File: config.mk
export PLATFORM = sky130hd
export DESIGN_NAME = extent_map_offset_translator_top
export DESIGN_NICKNAME = d
export VERILOG_FILES = /design/src/design/emot_pkg.sv /design/src/design/emot_ram.sv /design/src/design/emot_mul.sv /design/src/design/emot_ctrl.sv /design/src/design/extent_map_offset_translator_top.sv
export SDC_FILE = /design/constraint.sdc
export NUM_CORES = 2
export LEC_CHECK = 0
export CAP_MARGIN = 20
export CORE_MARGIN = 8
export CORE_UTILIZATION = 43
export DETAILED_ROUTE_END_ITERATION = 10
export DONT_BUFFER_PORTS = 1
export GPL_TIMING_DRIVEN = 0
export SYNTH_ARGS = -nofsm -noshare
export SYNTH_HDL_FRONTEND = slang
export SYNTH_SLANG_ARGS = --single-unit
File: constraint.sdc
create_clock -name clk -period 14.56 [get_ports clk]
set_clock_uncertainty 0.2 [all_clocks]
set_input_delay 0.728 -clock clk [delete_from_list [all_inputs] [get_ports clk]]
set_output_delay 0.728 -clock clk [all_outputs]
set_load 0.005 [all_outputs]
File: src/design/emot_pkg.sv
`default_nettype none
// ----------------------------------------------------------------------------
// emot_pkg
// Shared types, widths and codes of the extent map offset translator.
// ----------------------------------------------------------------------------
package emot_pkg;

	localparam int MAX_EXTENTS = 16;
	localparam int IDX_W       = (MAX_EXTENTS > 1) ? $clog2(MAX_EXTENTS) : 1;
	localparam int CNT_W       = $clog2(MAX_EXTENTS + 1);

	localparam int BLK_W  = 16;
	localparam int BSZ_W  = 21;
	localparam int OFF_W  = 32;
	localparam int PROD_W = BLK_W + BSZ_W;

	localparam logic [BSZ_W-1:0] BSZ_RESET = BSZ_W'(512);

	localparam logic [1:0] REQ_CLEAR   = 2'd0;
	localparam logic [1:0] REQ_APPEND  = 2'd1;
	localparam logic [1:0] REQ_CHECKED = 2'd2;
	localparam logic [1:0] REQ_XLATE   = 2'd3;

	localparam logic [1:0] STAT_OK    = 2'd0;
	localparam logic [1:0] STAT_FULL  = 2'd1;
	localparam logic [1:0] STAT_CONT  = 2'd2;
	localparam logic [1:0] STAT_RANGE = 2'd3;

	typedef struct packed {
		logic [1:0]       req_type;
		logic [BLK_W-1:0] extent_start;
		logic [BLK_W-1:0] extent_count;
		logic [BLK_W-1:0] expected_start;
		logic [OFF_W-1:0] byte_offset;
	} req_t;

	typedef struct packed {
		logic [1:0]       status;
		logic [OFF_W-1:0] area_offset;
		logic [BLK_W-1:0] blocks_total;
	} rsp_t;

	typedef struct packed {
		logic [BLK_W-1:0] start;
		logic [BLK_W-1:0] count;
	} ext_t;

	typedef struct packed {
		logic             en;
		logic [BLK_W-1:0] a;
	} mul_req_t;

endpackage
`default_nettype wire

File: src/design/emot_ram.sv
`default_nettype none
// ----------------------------------------------------------------------------
// emot_ram
// Generic single write port, single read port RAM with registered read.
// ----------------------------------------------------------------------------
module emot_ram #(
	parameter int WIDTH = 32,
	parameter int DEPTH = 16,
	parameter int AW    = (DEPTH > 1) ? $clog2(DEPTH) : 1
) (
	input  wire logic             clk,
	input  wire logic             we,
	input  wire logic [AW-1:0]    waddr,
	input  wire logic [WIDTH-1:0] wdata,
	input  wire logic [AW-1:0]    raddr,
	output logic      [WIDTH-1:0] rdata
);

	logic [WIDTH-1:0] mem_q [DEPTH];
	logic [WIDTH-1:0] rdata_q;

	always_ff @(posedge clk) begin
		if (we) begin
			mem_q[waddr] <= wdata;
		end
		rdata_q <= mem_q[raddr];
	end

	assign rdata = rdata_q;

endmodule
`default_nettype wire

File: src/design/emot_mul.sv
`default_nettype none
// ----------------------------------------------------------------------------
// emot_mul
// Shared registered multiplier: block count or start times block size.
// ----------------------------------------------------------------------------
module emot_mul
	import emot_pkg::*;
(
	input  wire logic              clk,
	input  wire mul_req_t          mreq,
	input  wire logic [BSZ_W-1:0]  bsz,
	output logic      [PROD_W-1:0] prod
);

	logic [PROD_W-1:0] prod_q;

	always_ff @(posedge clk) begin
		if (mreq.en) begin
			prod_q <= PROD_W'(mreq.a) * PROD_W'(bsz);
		end
	end

	assign prod = prod_q;

endmodule
`default_nettype wire

File: src/design/emot_ctrl.sv
`default_nettype none
// ----------------------------------------------------------------------------
// emot_ctrl
// Request sequencer: list update, extent walk and result register.
// ----------------------------------------------------------------------------
module emot_ctrl
	import emot_pkg::*;
(
	input  wire logic              clk,
	input  wire logic              arst_n,
	input  wire logic              req_valid,
	output logic                   req_stall,
	input  wire req_t              req,
	output logic                   rsp_valid,
	input  wire logic              rsp_stall,
	output rsp_t                   rsp,
	output logic                   ram_we,
	output logic      [IDX_W-1:0]  ram_waddr,
	output ext_t                   ram_wdata,
	output logic      [IDX_W-1:0]  ram_raddr,
	input  wire ext_t              ram_rdata,
	output mul_req_t               mreq,
	input  wire logic [PROD_W-1:0] prod
);

	typedef enum logic [2:0] {
		S_IDLE,
		S_READ,
		S_MULC,
		S_CMP,
		S_MULS,
		S_ADD,
		S_OUT
	} state_t;

	state_t            state_q;
	logic [CNT_W-1:0]  used_q;
	logic [BLK_W-1:0]  running_q;
	logic [IDX_W-1:0]  idx_q;
	logic [OFF_W-1:0]  off_q;
	logic [BLK_W-1:0]  start_q;
	logic [1:0]        status_q;
	logic [OFF_W-1:0]  result_q;

	logic              req_xfer;
	logic              is_append;
	logic [1:0]        app_status;
	logic              hit;
	logic              last;

	assign req_xfer  = req_valid && !req_stall;
	assign is_append = (req.req_type == REQ_APPEND) || (req.req_type == REQ_CHECKED);

	always_comb begin
		if ((req.req_type == REQ_CHECKED) && (req.expected_start != running_q)) begin
			app_status = STAT_CONT;
		end else if (used_q >= CNT_W'(MAX_EXTENTS)) begin
			app_status = STAT_FULL;
		end else begin
			app_status = STAT_OK;
		end
	end

	assign ram_we          = (state_q == S_IDLE) && req_xfer && is_append &&
	                         (app_status == STAT_OK);
	assign ram_waddr       = used_q[IDX_W-1:0];
	assign ram_wdata.start = req.extent_start;
	assign ram_wdata.count = req.extent_count;
	assign ram_raddr       = idx_q;

	always_comb begin
		mreq.en = 1'b0;
		mreq.a  = ram_rdata.count;
		if (state_q == S_MULC) begin
			mreq.en = 1'b1;
		end else if (state_q == S_MULS) begin
			mreq.en = 1'b1;
			mreq.a  = start_q;
		end
	end

	assign hit  = PROD_W'(off_q) < prod;
	assign last = (CNT_W'(idx_q) + CNT_W'(1)) >= used_q;

	always_ff @(posedge clk or negedge arst_n) begin
		if (!arst_n) begin
			state_q   <= S_IDLE;
			used_q    <= '0;
			running_q <= '0;
			idx_q     <= '0;
			off_q     <= '0;
			start_q   <= '0;
			status_q  <= STAT_OK;
			result_q  <= '0;
		end else begin
			unique case (state_q)
				S_IDLE: begin
					if (req_xfer) begin
						result_q <= '0;
						idx_q    <= '0;
						off_q    <= req.byte_offset;
						state_q  <= S_OUT;
						unique case (req.req_type)
							REQ_CLEAR: begin
								used_q    <= '0;
								running_q <= '0;
								status_q  <= STAT_OK;
							end
							REQ_APPEND, REQ_CHECKED: begin
								status_q <= app_status;
								if (app_status == STAT_OK) begin
									used_q    <= used_q + CNT_W'(1);
									running_q <= running_q + req.extent_count;
								end
							end
							REQ_XLATE: begin
								if (used_q == '0) begin
									status_q <= STAT_RANGE;
								end else begin
									status_q <= STAT_OK;
									state_q  <= S_READ;
								end
							end
						endcase
					end
				end
				S_READ: begin
					state_q <= S_MULC;
				end
				S_MULC: begin
					start_q <= ram_rdata.start;
					state_q <= S_CMP;
				end
				S_CMP: begin
					if (hit) begin
						state_q <= S_MULS;
					end else if (last) begin
						status_q <= STAT_RANGE;
						state_q  <= S_OUT;
					end else begin
						off_q   <= off_q - prod[OFF_W-1:0];
						idx_q   <= idx_q + IDX_W'(1);
						state_q <= S_READ;
					end
				end
				S_MULS: begin
					state_q <= S_ADD;
				end
				S_ADD: begin
					result_q <= prod[OFF_W-1:0] + off_q;
					state_q  <= S_OUT;
				end
				S_OUT: begin
					if (!rsp_stall) begin
						state_q <= S_IDLE;
					end
				end
				default: begin
					state_q <= S_IDLE;
				end
			endcase
		end
	end

	assign req_stall         = (state_q != S_IDLE);
	assign rsp_valid         = (state_q == S_OUT);
	assign rsp.status        = status_q;
	assign rsp.area_offset   = result_q;
	assign rsp.blocks_total  = running_q;

endmodule
`default_nettype wire

File: src/design/extent_map_offset_translator_top.sv
`default_nettype none
// ----------------------------------------------------------------------------
// extent_map_offset_translator_top
// Extent list with file offset to allocation-area offset translation.
//
// Request channel (req_valid / req_stall / req) takes one request per
// transfer: clear, append, checked append or translate. Each request gives
// exactly one response on the response channel (rsp_valid / rsp_stall / rsp).
// Clear and append answer in the cycle after the request transfer. A translate
// of an empty list answers in the cycle after as well; otherwise the walk
// visits extents in turn, each with a RAM read, a count multiply and a compare
// and subtract, and a hit adds a start multiply, an add and the result register.
// The single extent RAM port and the shared 16 x 21 multiplier pace the walk.
// One request is in flight at a time: req_stall stays high from the request
// transfer until the response transfer. A stalled response holds its value.
// The block size register is written over cfg_valid / cfg_ready / cfg_data
// and is always ready.
// Reset empties the list, zeroes the block total and sets the block size to
// 512; extent RAM contents are not cleared.
// ----------------------------------------------------------------------------
module extent_map_offset_translator_top
	import emot_pkg::*;
(
	input  wire logic             clk,
	input  wire logic             arst_n,
	input  wire logic             req_valid,
	output logic                  req_stall,
	input  wire req_t             req,
	output logic                  rsp_valid,
	input  wire logic             rsp_stall,
	output rsp_t                  rsp,
	input  wire logic             cfg_valid,
	output logic                  cfg_ready,
	input  wire logic [BSZ_W-1:0] cfg_data
);

	logic [BSZ_W-1:0]  bsz_q;
	logic              ram_we;
	logic [IDX_W-1:0]  ram_waddr;
	ext_t              ram_wdata;
	logic [IDX_W-1:0]  ram_raddr;
	ext_t              ram_rdata;
	mul_req_t          mreq;
	logic [PROD_W-1:0] prod;

	assign cfg_ready = 1'b1;

	always_ff @(posedge clk or negedge arst_n) begin
		if (!arst_n) begin
			bsz_q <= BSZ_RESET;
		end else if (cfg_valid && cfg_ready) begin
			bsz_q <= cfg_data;
		end
	end

	emot_ram #(
		.WIDTH ($bits(ext_t)),
		.DEPTH (MAX_EXTENTS),
		.AW    (IDX_W)
	) u_ram (
		.clk   (clk),
		.we    (ram_we),
		.waddr (ram_waddr),
		.wdata (ram_wdata),
		.raddr (ram_raddr),
		.rdata (ram_rdata)
	);

	emot_mul u_mul (
		.clk  (clk),
		.mreq (mreq),
		.bsz  (bsz_q),
		.prod (prod)
	);

	emot_ctrl u_ctrl (
		.clk       (clk),
		.arst_n    (arst_n),
		.req_valid (req_valid),
		.req_stall (req_stall),
		.req       (req),
		.rsp_valid (rsp_valid),
		.rsp_stall (rsp_stall),
		.rsp       (rsp),
		.ram_we    (ram_we),
		.ram_waddr (ram_waddr),
		.ram_wdata (ram_wdata),
		.ram_raddr (ram_raddr),
		.ram_rdata (ram_rdata),
		.mreq      (mreq),
		.prod      (prod)
	);

endmodule
`default_nettype wire

# Word-level counts from Yosys, hierarchy flattened
# Memories as Yosys holds them, arrays and structs flattened. A register that Yosys moved wholly into a read port is not among the register bits.
# Cells that the tools add are included.
[word_totals]
ramBits = 512
regBits = 168
mem_count = 1
[mem_list]
columns = ["memory", "depth", "width", "rd", "rd_clocked_by_memory_dff", "wr", "line_no", "text"]
rows = [
  ["u_ram.mem_q", 16, 32, 1, 1, 1, "emot_ram.sv:19", "logic [WIDTH-1:0] mem_q [DEPTH];"],
]
[classes]
n_lt_le_gt_ge = 3
n_reduce_logical = 21
eq_ne = 16
n_mux = 34
multipliers = 1
addsub = 6
[op_table]
columns = ["op", "count"]
rows = [
  ["two-way mux 32 bit", 4],
  ["case mux 32 bit (2 select lines)", 2],
  ["less-than comparator 32 x 37 -> 1 bit", 1],
  ["multiplier 16 x 21 -> 37 bit", 1],
  ["adder 32 bit", 1],
  ["two-way mux 16 bit", 2],
  ["case mux 16 bit (2 select lines)", 1],
  ["subtractor 32 bit", 1],
  ["case mux 3 bit (7 select lines)", 1],
  ["two-way mux 3 bit", 6],
  ["two-way mux 17 bit", 1],
  ["adder 16 bit", 1],
  ["inequality test 16 bit", 1],
  ["two-way mux 4 bit", 3],
  ["AND reduction 4 bit", 3],
  ["two-way mux 2 bit", 5],
  ["case mux 5 bit (2 select lines)", 1],
  ["== test 3 bit, second input constant", 3],
  ["case mux 4 bit (2 select lines)", 1],
  ["== test 3 x 2 -> 1 bit, second input constant", 2],
  ["inequality test 2 x 1 -> 1 bit, second input constant", 3],
  ["inequality test 2 bit, second input constant", 3],
  ["case mux 2 bit (3 select lines)", 1],
  ["nonzero test 2 bit", 3],
  ["other kinds (20)", 30],
]

# Longest topological paths before layout
[logic_depth]
word_depth = 8
depth_mapped = 32
depth_no_buf = 28

# Modules after synthesis
# Synthesis repeated with hierarchy kept, for this count alone.
[hier_totals]
cells_unflattened = 3361
hier_area_um2 = 42251.8
[modules_own_cells]
columns = ["module", "area_each_um2", "n_inst", "cells_each"]
rows = [
  ["emot_ram", 19835.3, 1, 838],
  ["emot_mul", 12172.9, 1, 1339],
  ["emot_ctrl", 9371.5, 1, 1138],
  ["extent_map_offset_translator_top", 872.1, 1, 46],
]

# Least setup slack after synthesis
# No wires, ideal clock.
[synth_timing]
kind = "reg2reg"
from = "register u_ctrl.state_q[1]"
to = "register u_mul.prod_q[36] (netlist: u_mul.prod[36]), data pin"
arrival_ns = 7.331
setup_time_ns = 0.260
period_less_slack_ns = 7.791
stages_incl_launch_ff = 30
slack_ns = 6.769
cell_sequence = "dfrtp_1 > clkbuf_1 > nor2_1 > and2_1 > clkbuf_1 > clkbuf_1 > mux2_2 > clkbuf_1 > and2_1 > fa_1 > inv_1 > fa_1 > inv_1 > fa_1 > inv_1 > fa_1 > fa_1 > fa_1 > inv_1 > ha_1 > and2_1 > a21oi_1 > o21ai_0 > a211oi_2 > a31oi_1 > a21oi_1 > nor3_1 > a2111o_1 > a21oi_1 > xnor2_1"
[synth_between]
elab_chain_len = 4
word_cells_on_any_way = 5
[synth_rtl]
columns = ["item", "line_no", "text"]
rows = [
  ["from (decl)", "emot_ctrl.sv:36", "state_t state_q;"],
  ["from (signal assigned)", "emot_ctrl.sv:87", "state_q <= S_IDLE;"],
  ["from (signal assigned)", "emot_ctrl.sv:102", "state_q <= S_OUT;"],
  ["from (signal assigned)", "emot_ctrl.sv:121", "state_q <= S_READ;"],
  ["== test 3 bit", "emot_ctrl.sv:76", "end else if (state_q == S_MULS) begin"],
  ["two-way mux 17 bit", "emot_ctrl.sv:76", ""],
  ["two-way mux 16 bit *", "emot_ctrl.sv:74", "if (state_q == S_MULC) begin"],
  ["multiplier 16 x 21 -> 37 bit *", "emot_mul.sv:19", "prod_q <= PROD_W'(mreq.a) * PROD_W'(bsz);"],
  ["to (signal assigned)", "emot_mul.sv:19", ""],
  ["to (decl)", "emot_mul.sv:15", "logic [PROD_W-1:0] prod_q;"],
]
# Every way passes the cells marked *; elsewhere a longest branch is shown, timed or not.
# A chain may end at the register's enable or synchronous reset.

# Final worst setup path
# Ends and elaborated chain as after synthesis.

==> flow_metrics.tcl <==
set metrics [dict create \
    dp_hpwl_um 81300 \
    core_area_um2 96400 \
    routed_wl_um 110000 \
    slowest_delay_ps 620 \
    layout_min_cycle_time_ps 9620 \
    setup-violations-final 0 \
    crit_family "adder cells" \
    insertion_delay_ps 640 \
    grt-ovfl-total 0 \
    antenna_found_initial 10 \
    clock_sinks 712 \
    rsz0062_at_grt "false" \
    initial_core_util_pct 43.2 \
    timing.max_cap.violations 0 \
    grt_pass1_wl_um 165000 \
    htree_levels 3 \
    ys_types 91 \
    maxSlewViolCount 0 \
    die_x_um 327 \
    via_count 25400 \
    synth_edf_count 549 \
    cts.clk_slew.worst_paths_ps 60 \
    area_delta_synth_final_pct 12.7 \
    crit_top_cell "fa_1" \
    worstSetupPathType "flip-flop to flip-flop" \
    required_ps 14730 \
    hold_path.class "input pin to flip-flop" \
    path_buf_inv 8 \
    hold_viol 0 \
    io_pins 161 \
    ant_nets 0 \
    io_buffers 0 \
    synth-seq-cells 712 \
    yosys.area.top_type "edfxtp_1" \
    synth_async_sr_flop_share_pct 18.4 \
    die_h_um 327 \
    synth_area_leaders "edfxtp_1 (40%), fa_1 (13%), mux4_2 (8.6%)" \
    cp_slowest_cell "clkbuf_1" \
    track_usage_pct 20.5 \
    die-area_um2 107000 \
    tightest_slew_ps 1030 \
    rows 114 \
    avgViaCountPerCell 5.40 \
    ys_seq_area_share_pct 49.0 \
    arrival_ps 9790 \
    synth_top_area_share_pct 39.5 \
    clockRootBuffer "clkbuf_16" \
    num-nets-final 3928 \
    cp-start-kind "flip-flop" \
    cp-end-kind "flip-flop" \
    grt_max_degree 132 \
    critPathMaxFanout 10 \
    numCtsBuffers 79 \
    synthCells 3194 \
    drc 0 \
    post-route-period-util_pct 66.1 \
    wl_per_cell_um 23.5 \
    gp_congestion 0.907 \
    drive_gt1_share_pct 12.7 \
    ys.flop_type "edfxtp_1" \
    avgSynthCellArea_um2 13.1 \
    cts_max_path_buffers 3 \
    drtIter0Drc 1973 \
    fin_setup_tns_ps 0 \
    yosys_warnings 0 \
    grt_pass1_vias 26200 \
    ctsResizeCount 0 \
    syn_nets 3770 \
    syn_area_um2 41700 \
    cts_tree "built" \
    drtPass1Iterations 6 \
    max-slew-margin-rel_pct 31.2 \
    fmax_ghz 0.104 \
    status "complete, no violations" \
]
## per-layer routing
| metal | vias up | share of wire (%) | global-route usage, % |
|---|---|---|---|
| li1 | 11400 | - | - |
| met1 | 12900 | 42 | 26.8 |
| met2 | 805 | 49 | 34.0 |
| met3 | 214 | 6.5 | 4.51 |
| met4 | 2 | 3.4 | 6.98 |
| met5 | - | 0.0072 | 0 |
## metrics by stage
stage	utilization (%)	hold slack [ps]	worst slack, ps	cell area [um2]	cells
6_report	48.7	48.0	4940	47000	4698
5_1_grt	48.7	11.3	4400	47000	4692
4_1_cts	48.6	3.48	4920	46900	4686
3_5_place_dp	45.5	237	4960	43900	4499
3_3_place_gp	44.9	237	4990	43300	4470
2_1_floorplan	-	232	6770	41700	3194
## cell families after synthesis
logic type / share of synthesized area [%]
AOI/OAI and AO/OA: 6.04
buffers and inverters: 4.95
adders and majority gates: 18.9
other: 0.00900
xor gates and xnor gates: 2.42
DFF: 49.0
muxes: 10.2
and+or+nand+nor: 8.60
## cells in the final DEF (no fill, tap or decap), types with 9 or more instances in the layout
cell | Yosys | routed
nor4_1 | 13 | 13
clkinv_2 | 0 | 10
dlygate4sd3_1 | 0 | 41
nor3_1 | 30 | 26
dfxtp_1 | 32 | 32
dfrtp_1 | 130 | 130
ha_1 | 201 | 201
inv_1 | 387 | 387
and3_1 | 11 | 11
mux2_2 | 53 | 53
o21ai_0 | 80 | 80
edfxtp_1 | 549 | 549
o21ai_1 | 35 | 35
buf_1 | 16 | 16
buf_12 | 0 | 9
o21a_1 | 9 | 9
a21oi_1 | 114 | 114
nor2_4 | 0 | 13
xnor2_1 | 72 | 72
mux4_2 | 160 | 160
clkinv_1 | 2 | 14
buf_2 | 11 | 12
nor2b_1 | 17 | 17
fa_1 | 267 | 267
nor2_1 | 135 | 122
a31oi_1 | 15 | 15
nand2b_1 | 12 | 12
o21bai_1 | 17 | 17
buf_6 | 2 | 14
nand3_1 | 49 | 49
xor2_1 | 43 | 43
clkbuf_16 | 0 | 80
a211oi_1 | 11 | 11
nand4_1 | 11 | 11
a21o_1 | 32 | 32
clkbuf_1 | 116 | 136
nand2_1 | 298 | 298
and2_1 | 148 | 148
## worst register-to-register path, delay by kind of cell (launching register included)
family / cells / cell delay, ps
xor gates and xnor gates: 1 / 100
muxes: 1 / 520
DFF: 1 / 360
and+or+nand+nor: 5 / 930
AOI/OAI and AO/OA: 7 / 1830
adders and majority gates: 7 / 3440
buffers and inverters: 8 / 1970
## cell type report
cell class                      instances  area, um2
Multi-Input combinational cell       1943      19300
Antenna cell                            6       15.0
Clock inverter                         39        425
Tap cell                             1276       1600
Buffer                                148        596
Clock buffer                          106       2160
Timing Repair Buffer                   77        988
Inverter                              391       1470
Fill cell                            8507      49400
Sequential cell                       712      20400
## worst paths after layout
kind                       slack [ps]              start  depth (start not counted)           endpoint
max in group asynchronous       12880             arst_n                          2           bsz_q[1]
min                                50          req_valid                          2  u_ctrl.state_q[2]
min reg2reg                       280    u_ram.rdata[25]                          1  u_ctrl.start_q[9]
max                              4940  u_ctrl.state_q[1]                         29     u_mul.prod[36]
min in group asynchronous         490             arst_n                          2    u_ctrl.off_q[6]
max reg2reg                      4940  u_ctrl.state_q[1]                         29     u_mul.prod[36]
## cells in the mapped netlist (30+ instances only)
cell,count
a21oi_1,114
ha_1,201
xor2_1,43
inv_1,387
nand2_1,298
nor2_1,135
mux4_2,160
dfrtp_1,130
o21ai_1,35
clkbuf_1,116
a21o_1,32
edfxtp_1,549
and2_1,148
fa_1,267
o21ai_0,80
dfxtp_1,32
nand3_1,49
mux2_2,53
xnor2_1,72
nor3_1,30
## sequential cells by signal, summed over array words and instances, names as in the netlist
name	count
u_ram.mem_q	512
u_ctrl.running_q	16
u_ram.rdata	32
u_ctrl.start_q	16
u_ctrl.off_q	32
u_mul.prod	37
u_ctrl.state_q	3
u_ctrl.status_q	2
bsz_q	21
u_ctrl.ram_raddr	4
u_ctrl.used_q	5
u_ctrl.result_q	32
## what timing repair did
action | 4_1_cts | 5_1_grt
endpoints found under the hold margin | 651 | 0
setup buffers | 0 | 0
endpoints found under the setup margin | 0 | 0
hold buffers | 42 | 0
Power is not shown: default switching activity piles up to over one toggle a cycle in this logic, so the estimate is an artifact.
